## src/rtl/kbp_pkg.sv

```systemverilog
`default_nettype none
package kbp_pkg;

  localparam int MAX_STEPS         = 1024;
  localparam int CORDIC_ITERATIONS = 18;
  localparam int RED_STEPS         = 18;
  localparam int MUL_STEPS         = 25;

  localparam logic [23:0] STEP_TIME_RESET = 24'd6554;

  // angle constants in Q.32, cordic start gain in Q.30
  localparam logic signed [37:0] TWO_PI_Q32     = 38'sd26986075409;
  localparam logic signed [37:0] PI_Q32         = 38'sd13493037705;
  localparam logic signed [37:0] HALF_PI_Q32    = 38'sd6746518852;
  localparam logic signed [33:0] CORDIC_GAIN_Q30 = 34'sd652032874;

  // result status codes
  localparam logic [1:0] ST_OK        = 2'd0;
  localparam logic [1:0] ST_ZERO_HOR  = 2'd1;
  localparam logic [1:0] ST_MAX_STEPS = 2'd2;

  typedef enum logic [2:0] {
    S_IDLE,
    S_CHECK,
    S_STEP,
    S_GO,
    S_BUSY,
    S_UPDATE,
    S_DONE
  } state_e;

  typedef enum logic [3:0] {
    PH_DTV,
    PH_MID,
    PH_DTA,
    PH_DS,
    PH_DK,
    PH_RED,
    PH_ROT,
    PH_X,
    PH_Y
  } phase_e;

  typedef struct packed {
    logic   load;
    logic   check;
    logic   step;
    logic   go;
    logic   run;
    logic   update;
    logic   publish;
    phase_e phase;
  } cmd_t;

  typedef struct packed {
    logic in_valid;
    logic err;
    logic unit_last;
    logic last_step;
    logic out_free;
  } stat_t;

  // rounded arctangent table, Q.30
  function automatic logic [29:0] atan_q30(input logic [4:0] idx);
    logic [29:0] r;
    unique case (idx)
      5'd0:  r = 30'd843314857;
      5'd1:  r = 30'd497837829;
      5'd2:  r = 30'd263043837;
      5'd3:  r = 30'd133525159;
      5'd4:  r = 30'd67021687;
      5'd5:  r = 30'd33543516;
      5'd6:  r = 30'd16775851;
      5'd7:  r = 30'd8388437;
      5'd8:  r = 30'd4194283;
      5'd9:  r = 30'd2097149;
      5'd31: r = 30'd0;
      default: r = 30'd1 << (5'd30 - idx);
    endcase
    return r;
  endfunction

endpackage
`default_nettype wire

```

## src/rtl/kbp_ctrl.sv

```systemverilog
`default_nettype none
module kbp_ctrl
  import kbp_pkg::*;
(
  input  wire   clk_i,
  input  wire   rst_ni,
  input  stat_t stat_i,
  output cmd_t  cmd_o,
  output logic  in_ready_o
);

  state_e state_q, state_d;
  phase_e ph_q, ph_d;

  // state register
  always_ff @(posedge clk_i or negedge rst_ni) begin
    if (!rst_ni) begin
      state_q <= S_IDLE;
      ph_q    <= PH_DTV;
    end else begin
      state_q <= state_d;
      ph_q    <= ph_d;
    end
  end

  // next state
  always_comb begin
    state_d = state_q;
    ph_d    = ph_q;
    unique case (state_q)
      S_IDLE:   if (stat_i.in_valid) state_d = S_CHECK;
      S_CHECK:  state_d = stat_i.err ? S_DONE : S_STEP;
      S_STEP: begin
        state_d = S_GO;
        ph_d    = PH_DTV;
      end
      S_GO:     state_d = S_BUSY;
      S_BUSY: begin
        if (stat_i.unit_last) begin
          if (ph_q == PH_Y) begin
            state_d = S_UPDATE;
          end else begin
            state_d = S_GO;
            ph_d    = phase_e'(ph_q + 4'd1);
          end
        end
      end
      S_UPDATE: state_d = stat_i.last_step ? S_DONE : S_STEP;
      S_DONE:   if (stat_i.out_free) state_d = S_IDLE;
      default:  state_d = S_IDLE;
    endcase
  end

  // command outputs
  always_comb begin
    cmd_o         = '0;
    cmd_o.phase   = ph_q;
    cmd_o.load    = (state_q == S_IDLE) && stat_i.in_valid;
    cmd_o.check   = (state_q == S_CHECK);
    cmd_o.step    = (state_q == S_STEP);
    cmd_o.go      = (state_q == S_GO);
    cmd_o.run     = (state_q == S_BUSY);
    cmd_o.update  = (state_q == S_UPDATE);
    cmd_o.publish = (state_q == S_DONE) && stat_i.out_free;
    in_ready_o    = (state_q == S_IDLE);
  end

endmodule
`default_nettype wire

```

## src/rtl/kbp_datapath.sv

```systemverilog
`default_nettype none
module kbp_datapath
  import kbp_pkg::*;
(
  input  wire          clk_i,
  input  wire          rst_ni,
  input  cmd_t         cmd_i,
  output stat_t        stat_o,
  input  wire  [23:0]  step_time_i,
  input  wire          in_valid_i,
  input  wire  [223:0] in_data_i,
  output logic         out_valid_o,
  input  wire          out_ready_i,
  output logic [207:0] out_data_o
);

  function automatic logic signed [31:0] sat32(input logic signed [44:0] v);
    if (v > 45'sd2147483647)       return 32'sh7fffffff;
    else if (v < -45'sd2147483648) return 32'sh80000000;
    else                           return v[31:0];
  endfunction

  function automatic logic signed [23:0] sat24(input logic signed [33:0] v);
    if (v > 34'sd8388607)       return 24'sh7fffff;
    else if (v < -34'sd8388608) return 24'sh800000;
    else                        return v[23:0];
  endfunction

  // working state
  logic        [23:0] hor_q, dt_q;
  logic signed [25:0] remain_q;
  logic               last_q;
  logic signed [31:0] x_q, y_q, z_q, phi_q;
  logic signed [23:0] kap_q, v_q, a_q;
  logic        [1:0]  st_q;

  // step intermediates
  logic signed [32:0] dtv_q, vm_q;
  logic signed [35:0] mid_q;
  logic signed [48:0] dta_q;
  logic signed [40:0] ds_q;
  logic signed [43:0] dk_q, xd_q, yd_q;
  logic signed [23:0] c_q, s_q;

  // shared sequencing counter
  logic [4:0] cnt_q;

  // serial multiplier
  logic signed [66:0] ma_q, acc_q, mul_term, mul_sum;
  logic signed [24:0] mb_q;
  logic signed [66:0] go_a;
  logic signed [24:0] go_b;

  // angle reduction and cordic
  logic        [51:0] mag_q, mag_next;
  logic               rneg_q, fneg_q;
  logic signed [33:0] cx_q, cy_q, cz_q, cx_n, cy_n, cz_n, cx_f, cy_f;
  logic signed [53:0] red_trial;
  logic        [4:0]  red_sh;
  logic signed [37:0] r0, r1, r2;
  logic               fneg_n;
  logic signed [33:0] z0;
  logic signed [35:0] mid_abs;

  // output register
  logic               ov_q;
  logic        [207:0] od_q;

  logic signed [25:0] rem_n;
  logic        [23:0] dt_clamp;
  logic        [1:0]  chk_st;
  logic               unit_last;

  // multiplier operands per phase
  always_comb begin
    go_a = '0;
    go_b = '0;
    unique case (cmd_i.phase)
      PH_DTV:  begin go_a = 67'(v_q);   go_b = $signed({1'b0, dt_q}); end
      PH_MID:  begin go_a = 67'(dtv_q); go_b = 25'(kap_q);            end
      PH_DTA:  begin go_a = 67'(a_q);   go_b = $signed({1'b0, dt_q}); end
      PH_DS:   begin go_a = 67'(vm_q);  go_b = $signed({1'b0, dt_q}); end
      PH_DK:   begin go_a = 67'(ds_q);  go_b = 25'(kap_q);            end
      PH_X:    begin go_a = 67'(ds_q);  go_b = 25'(c_q);              end
      PH_Y:    begin go_a = 67'(ds_q);  go_b = 25'(s_q);              end
      default: begin go_a = '0;         go_b = '0;                    end
    endcase
  end

  // one partial product a cycle, top bit of b has negative weight
  always_comb begin
    if (mb_q[0]) mul_term = (cnt_q == 5'(MUL_STEPS - 1)) ? -ma_q : ma_q;
    else         mul_term = '0;
    mul_sum = acc_q + mul_term;
  end

  // restoring reduction modulo two pi
  always_comb begin
    red_sh    = 5'(RED_STEPS - 1) - cnt_q;
    red_trial = $signed({2'b00, mag_q}) - (54'(TWO_PI_Q32) <<< red_sh);
    mag_next  = red_trial[53] ? mag_q : red_trial[51:0];
    r0 = rneg_q ? -$signed({3'b000, mag_next[34:0]}) : $signed({3'b000, mag_next[34:0]});
    if (r0 > PI_Q32)       r1 = r0 - TWO_PI_Q32;
    else if (r0 < -PI_Q32) r1 = r0 + TWO_PI_Q32;
    else                   r1 = r0;
    fneg_n = 1'b0;
    r2     = r1;
    if (r1 > HALF_PI_Q32) begin
      r2 = r1 - PI_Q32;
      fneg_n = 1'b1;
    end else if (r1 < -HALF_PI_Q32) begin
      r2 = r1 + PI_Q32;
      fneg_n = 1'b1;
    end
    z0 = 34'((r2 + 38'sd2) >>> 2);
    mid_abs = mid_q[35] ? -mid_q : mid_q;
  end

  // cordic rotation step
  always_comb begin
    if (!cz_q[33]) begin
      cx_n = cx_q - (cy_q >>> cnt_q);
      cy_n = cy_q + (cx_q >>> cnt_q);
      cz_n = cz_q - $signed({4'b0000, atan_q30(cnt_q)});
    end else begin
      cx_n = cx_q + (cy_q >>> cnt_q);
      cy_n = cy_q - (cx_q >>> cnt_q);
      cz_n = cz_q + $signed({4'b0000, atan_q30(cnt_q)});
    end
    cx_f = fneg_q ? -cx_n : cx_n;
    cy_f = fneg_q ? -cy_n : cy_n;
  end

  // end of the running unit
  always_comb begin
    unique case (cmd_i.phase)
      PH_RED:  unit_last = (cnt_q == 5'(RED_STEPS - 1));
      PH_ROT:  unit_last = (cnt_q == 5'(CORDIC_ITERATIONS - 1));
      default: unit_last = (cnt_q == 5'(MUL_STEPS - 1));
    endcase
  end

  // horizon and step count check
  always_comb begin
    dt_clamp = (step_time_i >= hor_q) ? hor_q : step_time_i;
    if (hor_q == '0)                chk_st = ST_ZERO_HOR;
    else if (step_time_i == '0)     chk_st = ST_MAX_STEPS;
    else if (41'(hor_q) > 41'(dt_clamp) * 41'(MAX_STEPS)) chk_st = ST_MAX_STEPS;
    else                            chk_st = ST_OK;
    rem_n = remain_q - $signed({2'b00, dt_q});
  end

  // working registers
  always_ff @(posedge clk_i) begin
    if (cmd_i.load) begin
      hor_q <= in_data_i[23:0];
      x_q   <= in_data_i[55:24];
      y_q   <= in_data_i[87:56];
      z_q   <= in_data_i[119:88];
      phi_q <= in_data_i[151:120];
      kap_q <= in_data_i[175:152];
      v_q   <= in_data_i[199:176];
      a_q   <= in_data_i[223:200];
    end
    if (cmd_i.check) begin
      st_q     <= chk_st;
      dt_q     <= dt_clamp;
      remain_q <= $signed({2'b00, hor_q});
    end
    if (cmd_i.step) begin
      remain_q <= rem_n;
      last_q   <= (rem_n <= 26'sd0);
      if (rem_n <= 26'sd0) dt_q <= remain_q[23:0];
    end
    if (cmd_i.go) begin
      cnt_q <= '0;
      ma_q  <= go_a;
      mb_q  <= go_b;
      acc_q <= '0;
      mag_q <= {mid_abs[35:0], 16'h0000};
      rneg_q <= mid_q[35];
    end
    if (cmd_i.run) begin
      cnt_q <= cnt_q + 5'd1;
      acc_q <= mul_sum;
      ma_q  <= ma_q <<< 1;
      mb_q  <= mb_q >>> 1;
      if (cmd_i.phase == PH_RED) mag_q <= mag_next;
      if (cmd_i.phase == PH_ROT) begin
        cx_q <= cx_n;
        cy_q <= cy_n;
        cz_q <= cz_n;
      end
      if (unit_last) begin
        unique case (cmd_i.phase)
          PH_DTV: dtv_q <= 33'((mul_sum + 67'sd32768) >>> 16);
          PH_MID: mid_q <= 36'(phi_q) + 36'((mul_sum + 67'sd1048576) >>> 21);
          PH_DTA: begin
            dta_q <= mul_sum[48:0];
            vm_q  <= 33'(v_q) + 33'((mul_sum + 67'sd65536) >>> 17);
          end
          PH_DS:  ds_q <= 41'((mul_sum + 67'sd32768) >>> 16);
          PH_DK:  dk_q <= 44'((mul_sum + 67'sd524288) >>> 20);
          PH_RED: begin
            cx_q   <= CORDIC_GAIN_Q30;
            cy_q   <= '0;
            cz_q   <= z0;
            fneg_q <= fneg_n;
          end
          PH_ROT: begin
            c_q <= 24'((cx_f + 34'sd512) >>> 10);
            s_q <= 24'((cy_f + 34'sd512) >>> 10);
          end
          PH_X:   xd_q <= 44'((mul_sum + 67'sd524288) >>> 20);
          PH_Y:   yd_q <= 44'((mul_sum + 67'sd524288) >>> 20);
          default: ;
        endcase
      end
    end
    if (cmd_i.update) begin
      phi_q <= sat32(45'(phi_q) + 45'(dk_q));
      x_q   <= sat32(45'(x_q) + 45'(xd_q));
      y_q   <= sat32(45'(y_q) + 45'(yd_q));
      v_q   <= sat24(34'(v_q) + 34'((50'(dta_q) + 50'sd32768) >>> 16));
    end
  end

  // result register, frees the input side while a result waits
  always_ff @(posedge clk_i or negedge rst_ni) begin
    if (!rst_ni) begin
      ov_q <= 1'b0;
    end else if (cmd_i.publish) begin
      ov_q <= 1'b1;
    end else if (out_ready_i) begin
      ov_q <= 1'b0;
    end
  end

  always_ff @(posedge clk_i) begin
    if (cmd_i.publish) begin
      od_q <= {6'b000000, st_q, a_q, v_q, kap_q, phi_q, z_q, y_q, x_q};
    end
  end

  // status to the controller
  always_comb begin
    stat_o.in_valid  = in_valid_i;
    stat_o.err       = (chk_st != ST_OK);
    stat_o.unit_last = unit_last;
    stat_o.last_step = last_q;
    stat_o.out_free  = !ov_q || out_ready_i;
  end

  assign out_valid_o = ov_q;
  assign out_data_o  = od_q;

endmodule
`default_nettype wire

```

## src/rtl/kinematic_bicycle_predictor.sv

```systemverilog
`default_nettype none
// processing: one item at a time; each step runs seven serial multiplies,
// an angle reduction and a cordic on one shared datapath
// a result waits in an output register while the next item is accepted
// reset: asynchronous active low, clears control state, step_time returns to 0.1 s
module kinematic_bicycle_predictor
  import kbp_pkg::*;
(
  input  wire          clk_i,
  input  wire          rst_ni,
  // apb configuration port
  input  wire          psel,
  input  wire          penable,
  input  wire          pwrite,
  input  wire  [2:0]   paddr,
  input  wire  [31:0]  pwdata,
  output logic [31:0]  prdata,
  output logic         pready,
  // input stream
  input  wire          s_axis_tvalid,
  output logic         s_axis_tready,
  // horizon, start_x, start_y, start_z, start_heading, curvature, start_speed, accel
  input  wire  [223:0] s_axis_tdata,
  // result stream
  output logic         m_axis_tvalid,
  input  wire          m_axis_tready,
  // end_x, end_y, end_z, end_heading, end_curvature, end_speed, end_accel, status, pad
  output logic [207:0] m_axis_tdata
);

  logic [23:0] step_time_q;
  cmd_t        cmd;
  stat_t       stat;

  // step_time register
  always_ff @(posedge clk_i or negedge rst_ni) begin
    if (!rst_ni) begin
      step_time_q <= STEP_TIME_RESET;
    end else if (psel && penable && pwrite && (paddr[2] == 1'b0)) begin
      step_time_q <= pwdata[23:0];
    end
  end

  assign pready = 1'b1;
  assign prdata = (paddr[2] == 1'b0) ? {8'h00, step_time_q} : 32'h0;

  kbp_ctrl u_ctrl (
    .clk_i      (clk_i),
    .rst_ni     (rst_ni),
    .stat_i     (stat),
    .cmd_o      (cmd),
    .in_ready_o (s_axis_tready)
  );

  kbp_datapath u_datapath (
    .clk_i       (clk_i),
    .rst_ni      (rst_ni),
    .cmd_i       (cmd),
    .stat_o      (stat),
    .step_time_i (step_time_q),
    .in_valid_i  (s_axis_tvalid),
    .in_data_i   (s_axis_tdata),
    .out_valid_o (m_axis_tvalid),
    .out_ready_i (m_axis_tready),
    .out_data_o  (m_axis_tdata)
  );

endmodule
`default_nettype wire
```

## config.mk

```make
export PLATFORM = sky130hd
export DESIGN_NAME = kinematic_bicycle_predictor
export DESIGN_NICKNAME = d
export VERILOG_FILES = /design/src/rtl/kbp_pkg.sv /design/src/rtl/kbp_ctrl.sv /design/src/rtl/kbp_datapath.sv /design/src/rtl/kinematic_bicycle_predictor.sv
export SDC_FILE = /design/constraint.sdc
export NUM_CORES = 2
export LEC_CHECK = 0
export BUFFER_PORTS_ARGS = -buffer_cell sky130_fd_sc_hd__buf_2
export CAP_MARGIN = 20
export CORE_MARGIN = 5
export CORE_UTILIZATION = 40
export DETAILED_ROUTE_END_ITERATION = 16
export GPL_TIMING_DRIVEN = 0
export PLACE_DENSITY_LB_ADDON = 0.08
export SLEW_MARGIN = 20
export SYNTH_ARGS = -nofsm -noshare
export SYNTH_HDL_FRONTEND = slang
export SYNTH_SLANG_ARGS = --single-unit
export TNS_END_PERCENT = 10
```

## constraint.sdc

```tcl
create_clock -name clk_i -period 15 [get_ports clk_i]
set_input_delay 1.5 -clock clk_i [delete_from_list [all_inputs] [get_ports clk_i]]
set_output_delay 1.5 -clock clk_i [all_outputs]
set_load 0.02 [all_outputs]
```

-- After elaboration in Yosys (flattened, before gate mapping)
Cells that the tools add are included.
- register bits after elaboration: 1203
- input port bits: 266
- output and inout bits: 243
- logic and storage cells: 241
- $add $sub $neg: 36
- order comparisons: 15
- equal/unequal tests: 31
- shift operators: 4
- muxes and demuxes: 79
- bitwise operators: 2
- reductions and logical operators: 34
- operator list (cell ; count):
    34-bit 2-to-1 mux ; 14
    67-bit 2-to-1 mux ; 6
    32-bit 2-to-1 mux ; 12
    67-bit one-hot mux with 5 select lines ; 1
    30-bit one-hot mux with 11 select lines ; 1
    24-bit 2-to-1 mux ; 11
    52-bit 2-to-1 mux ; 4
    32-bit by 44-bit adder with 45-bit output ; 3
    45-bit by 32-bit > comparator with 1-bit output (second input constant) ; 3
    45-bit by 32-bit < comparator with 1-bit output (second input constant) ; 3
    38-bit 2-to-1 mux ; 3
    36-bit 2-to-1 mux ; 3
    25-bit one-hot mux with 4 select lines ; 1
    34-bit by 11-bit adder with 34-bit output (second input constant) ; 2
    34-bit adder ; 2
    34-bit negation ; 2
    34-bit by 5-bit >>> shifter with 34-bit output ; 2
    34-bit subtractor ; 2
    67-bit adder ; 1
    67-bit negation ; 1
    64-bit by 21-bit adder with 64-bit output (second input constant) ; 1
    30-bit 2-to-1 mux ; 2
    57-bit by 17-bit adder with 57-bit output (second input constant) ; 1
    57-bit by 22-bit adder with 57-bit output (second input constant) ; 1
    other kinds (66) ; 119

-- Longest topological paths before layout
- word-level depth: 15
- mapped depth: 66
- mapped depth without buffers: 58

-- Cells and area by module
A second synthesis with hierarchy kept.
- cells, all modules: 9783
- area, all modules: 89881.2 um^2
- by module, submodules not included (module ; times used ; cells each ; area an instance (um^2) ; sequential area each (um^2)):
    kbp_datapath ; 1 ; 9639 ; 88155.8 ; 33957.6
    kinematic_bicycle_predictor ; 1 ; 88 ; 1236.2 ; 609.3
    kbp_ctrl ; 1 ; 56 ; 489.2 ; 175.2

-- Worst setup path after synthesis
No wires, ideal clock.
- path type: reg2reg
- from: register u_datapath.cnt_q[1]
- to: register u_datapath.cz_q[27] (data pin)
- library setup time: 0.270 ns
- arrival time: 15.090 ns
- required time: 14.730 ns
- setup slack: -0.361 ns
- cell stages (with the launch flop): 57
- path buffers: 15
- clock period less this slack: 15.361 ns
- cells stage by stage: edfxtp_1 clkbuf_1 buf_1 buf_1 clkbuf_1 clkbuf_1 inv_1 ha_1 xor2_1 clkbuf_1 clkbuf_1 o21ai_0 a21oi_1 ha_1 buf_2 a211o_1 o22a_1 a221o_1 [... 21 more ...] xor2_1 nand3_1 o21ai_1 a21o_1 buf_2 o22ai_1 xor2_1 o211ai_1 or4_1 or4_1 o211ai_1 o31ai_1 xnor2_1 or4b_4 nor4_4 nor3b_1 xor2_1 a21oi_1
- word-level cells in the longest chain between the ends: 15
- elaborated cells between the ends (all ways): 44
- classes of those cells: add/sub (11); order compare (4); eq/ne (12); shift (2); mux (14); reduce/logical (1)
- ends and longest elaborated chain (what ; line ; text):
    start: declaration ; kbp_datapath.sv:46 ; logic [4:0] cnt_q;
    start signal: assignment ; kbp_datapath.sv:184 ; cnt_q <= cnt_q + 5'd1;
    5-bit subtractor ; kbp_datapath.sv:99 ; red_sh = 5'(RED_STEPS - 1) - cnt_q;
    36-bit by 5-bit <<< shifter with 54-bit output ; kbp_datapath.sv:100 ; red_trial = $signed({2'b00, mag_q}) - (54'(TWO_PI_Q32) <<< red_sh);
    53-bit by 54-bit subtractor with 54-bit output ; kbp_datapath.sv:100 ;
    52-bit 2-to-1 mux ; kbp_datapath.sv:101 ; mag_next = red_trial[53] ? mag_q : red_trial[51:0];
    35-bit negation with 38-bit output ; kbp_datapath.sv:102 ; r0 = rneg_q ? -$signed({3'b000, mag_next[34:0]}) : $signed({3'b000, mag_next[34:0]});
    38-bit 2-to-1 mux ; kbp_datapath.sv:102 ;
    38-bit by 36-bit adder with 38-bit output / 38-bit by 35-bit < comparator with 1-bit output (equally long branches) ; kbp_datapath.sv:104 ; else if (r0 < -PI_Q32) r1 = r0 + TWO_PI_Q32;
    38-bit 2-to-1 mux ; kbp_datapath.sv:104 ;
    38-bit 2-to-1 mux ; kbp_datapath.sv:103 ; if (r0 > PI_Q32) r1 = r0 - TWO_PI_Q32;
    36-bit by 35-bit adder with 36-bit output / 38-bit by 34-bit < comparator with 1-bit output (equally long branches) ; kbp_datapath.sv:112, kbp_datapath.sv:111 ;
    36-bit 2-to-1 mux ; kbp_datapath.sv:111 ; end else if (r1 < -HALF_PI_Q32) begin
    36-bit 2-to-1 mux ; kbp_datapath.sv:108 ; if (r1 > HALF_PI_Q32) begin
    36-bit by 3-bit adder with 36-bit output ; kbp_datapath.sv:115 ; z0 = 34'((r2 + 38'sd2) >>> 2);
    34-bit 2-to-1 mux ; kbp_datapath.sv:195 ; unique case (cmd_i.phase)
    34-bit 2-to-1 mux (*) ; kbp_datapath.sv:194 ; if (unit_last) begin
    end signal: assignment ; kbp_datapath.sv:192 ; cz_q <= cz_n;
    end signal: assignment ; kbp_datapath.sv:207 ; cz_q <= z0;
    end: declaration ; kbp_datapath.sv:57 ; logic signed [33:0] cx_q, cy_q, cz_q, cx_n, cy_n, cz_n, cx_f, cy_f;
Every way passes the cells marked *; elsewhere a longest branch is shown, timed or not. The select of a mux whose other input is x is not followed.
A chain may end at the register's enable or synchronous reset.

-- Final worst setup path
- from: register u_datapath.cnt_q[2]
- to: register u_datapath.cz_q[26] (data pin)
Same word-level chain as after synthesis.

==> flow_summary.toml <==
[global_routing]
grt_pass1_wl_um = 514000
gr-total-overflow = 0
grt_pass1_vias = 77400
grt_max_degree = 49
antenna_found_initial = 21
grt.total_usage_pct = 28.8

[finish]
fillers = 21500
regArea_um2 = 34700
multiInputGateArea_um2 = 53100
final_nets = 11300
drive_gt1_share_pct = 12.5
syn2layout_area_growth_pct = 15.8
final_cell_mix = "edfxtp_1, nand2_1, nor2_1"
post-route-util_pct = 46.6
layout_commonest_cell = "edfxtp_1"

[synthesis]
yosysSeqAreaShare_pct = 38.7
synth_enable_flop_cells = 1090
async_flop_share_pct = 2.71
yosysUniqueCellTypes = 123
synthCells = 9777
synth_area_per_cell_um2 = 9.17
syn_area_um2 = 89700
ys_ff_latch = 1182
yosysWarnings = 0
synth-main-ff-cell = "edfxtp_1"

[die]
initial_core_util_pct = 40.3
io_pins = 509
die_y_um = 484
coreArea_um2 = 223000
die_x_um = 484
rows = 173
dieArea_um2 = 234000

[drt]
drt_first_iter_violations = 6986
vias = 80200
drt_first_pass_iters = 10
viasPerCell = 5.89
routed_wl_um = 353000
ant_nets = 0
drc = 0
wl_per_cell_um = 25.9

[setup_path]
critPathLaunchType = "register"
crit_path_frequent_cell = "buf_4"
critPathKind = "reg2reg"
crit_fanout = 19
crit_required_ns = 15.52
worst_ep_arrival_time_ns = 15.19
worstSetupEndpointType = "register"
slowest_delay_ns = 0.74
crit_path_top_delay_cell = "a221oi_1"

[timing]
fin_crit_ns = 14.67
fmax_ghz = 0.0681
rsz0062_at_grt = "yes"
fin_crit_sh_pct = 97.8
setup_viol = 0
relSlewSlack_pct = 19.0
finalHoldViolCount = 0
skew_ns = 0.0613
tightest_slew_ns = 1.21
slew_violations = 0

[hold_path]
min_path_type = "reg2reg"

[job]
drv_cap = 0

[placed_design]
gp_congestion = 0.999
hpwlAfterDp_um = 281000
port_buffers = 483

[clock_network]
tritoncts = "done"
htreeDepth = 4
cts_max_path_buffers = 3
path_clk_slew_ns = 0.06
clock-sinks = 1182
cts_buffers = 146
cts_root_buf = "clkbuf_16"
worstSkewPairLatency_ns = 0.85

[outcome]
status = "finished, final reports clean"
## routing by layer
| layer | wire length, um | global-route usage, % | part of all wire [%] |
|---|---|---|---|
| met1 | 153000 | 38.5 | 43 |
| met2 | 162000 | 47.0 | 46 |
| met5 | 149 | 0 | 0.042 |
| met3 | 23300 | 4.70 | 6.6 |
| met4 | 14700 | 10.7 | 4.2 |
## area by class of cell
| cell class | count | area share, % |
|---|---|---|
| Multi-Input combinational cell | 7771 | 51.1 |
| Sequential cell | 1182 | 33.5 |
| Clock buffer | 174 | 3.65 |
| Timing Repair Buffer | 588 | 3.64 |
| Tap cell | 2975 | 3.59 |
| Buffer | 421 | 1.95 |
| Inverter | 395 | 1.44 |
| Clock inverter | 97 | 1.14 |
| Antenna cell | 9 | 0.0217 |
## cell families (layout without fill, tap and decap cells)
logic type,count (synthesis),after routing,share of synthesized area [%]
AND/OR/NAND/NOR,3329,3329,17.8
AO/OA/AOI/OAI,2649,2649,19.1
buffers and inverters,837,1675,3.67
flip-flops,1182,1182,38.7
other,2,24,0.00837
multiplexers,257,257,3.40
XOR/XNOR,966,966,9.47
adder cells (fa/ha/maj),555,555,7.84
## worst max-delay path: cells and delay by family, from the launching register on
kind / cells / cell delay [ns]
AOI/OAI and AO/OA: 19 / 5.39
and+or+nand+nor: 12 / 3.26
xor gates and xnor gates: 3 / 1.04
buffers and inverters: 15 / 3.17
muxes: 1 / 0.32
DFF: 1 / 0.42
adders and majority gates: 3 / 0.69
## sequential cells by signal (all words and copies together), names as in the netlist, 33 cells and up
name	count
u_datapath.cx_q	34
u_datapath.mag_q	52
u_datapath.cy_q	34
u_datapath.dtv_q	33
u_datapath.ma_q	64
u_datapath.out_data_o	202
u_datapath.dk_q	44
u_datapath.acc_q	64
u_datapath.dta_q	34
u_datapath.cz_q	34
u_datapath.vm_q	33
u_datapath.ds_q	41
u_datapath.yd_q	44
u_datapath.xd_q	44
u_datapath.mid_q	36
## synth_stat cells (all sizes together), types with 22 or more instances
cell type	instances	area [um^2]
and2	204	1280
xnor2	656	5770
o22ai	41	257
nand2b	77	482
a21oi	799	4000
mux2	82	923
a222oi	23	230
or3	104	656
a22oi	76	586
ha	543	6790
inv	391	1470
xor2	310	2720
and4	22	193
nor2	915	3440
a21boi	81	608
nor4	88	627
nand4	76	475
or4	47	360
a32oi	23	201
a2111oi	26	234
o21a	71	533
a31oi	106	669
nor2b	91	569
mux4	30	676
dfxtp	60	1200
or2	48	300
nand2	990	3720
o21bai	136	1020
o2111ai	23	208
edfxtp	1090	32700
buf	101	529
nand3	251	1260
clkbuf	341	1280
nor3	208	1050
a211o	25	219
dfrtp	25	626
nand3b	31	233
mux2i	145	1450
nor3b	30	225
and3	103	644
a21o	151	1130
o21ai	554	2770
o211ai	77	608
o31ai	78	591
a211oi	97	768
## metrics by stage
stage	area [um^2]	cells	setup WS, ns	hold WS (ns)	TNS (ns)
after floorplan	89800	9790	0.0797	0.400	0
after CTS	103000	13600	0.0135	0.413	0
after global placement	95900	13200	-7.36	0.401	-956.10
after global routing	104000	13600	-0.0391	0.413	-0.106
after detailed placement	97100	13300	-7.22	0.405	-280.18
final	104000	13600	0.325	0.410	0
## worst paths after layout
kind                                      from                         to  slack, ns  cells after the start
max                        u_datapath.cnt_q[2]        u_datapath.cz_q[26]       0.33                     53
min                         u_datapath.z_q[31]  u_datapath.out_data_o[95]       0.41                      0
max reg2reg                u_datapath.cnt_q[2]        u_datapath.cz_q[26]       0.33                     53
min reg2reg                 u_datapath.z_q[31]  u_datapath.out_data_o[95]       0.41                      0
max in group asynchronous               rst_ni             u_ctrl.ph_q[1]      13.74                      1
min in group asynchronous               rst_ni             step_time_q[9]       0.74                      1
## repair_timing
action | in CTS | in global routing
gates resized for setup | 217 | 84
setup buffers | 31 | 26
hold buffers | 0 | 0
pin swaps | 28 | 27
setup endpoints to repair | 76 | 41
gates cloned | 1 | 1
Power is left out: the tool's default activity adds up to more than one toggle a clock period on the data nets, which glitch-free logic cannot reach.
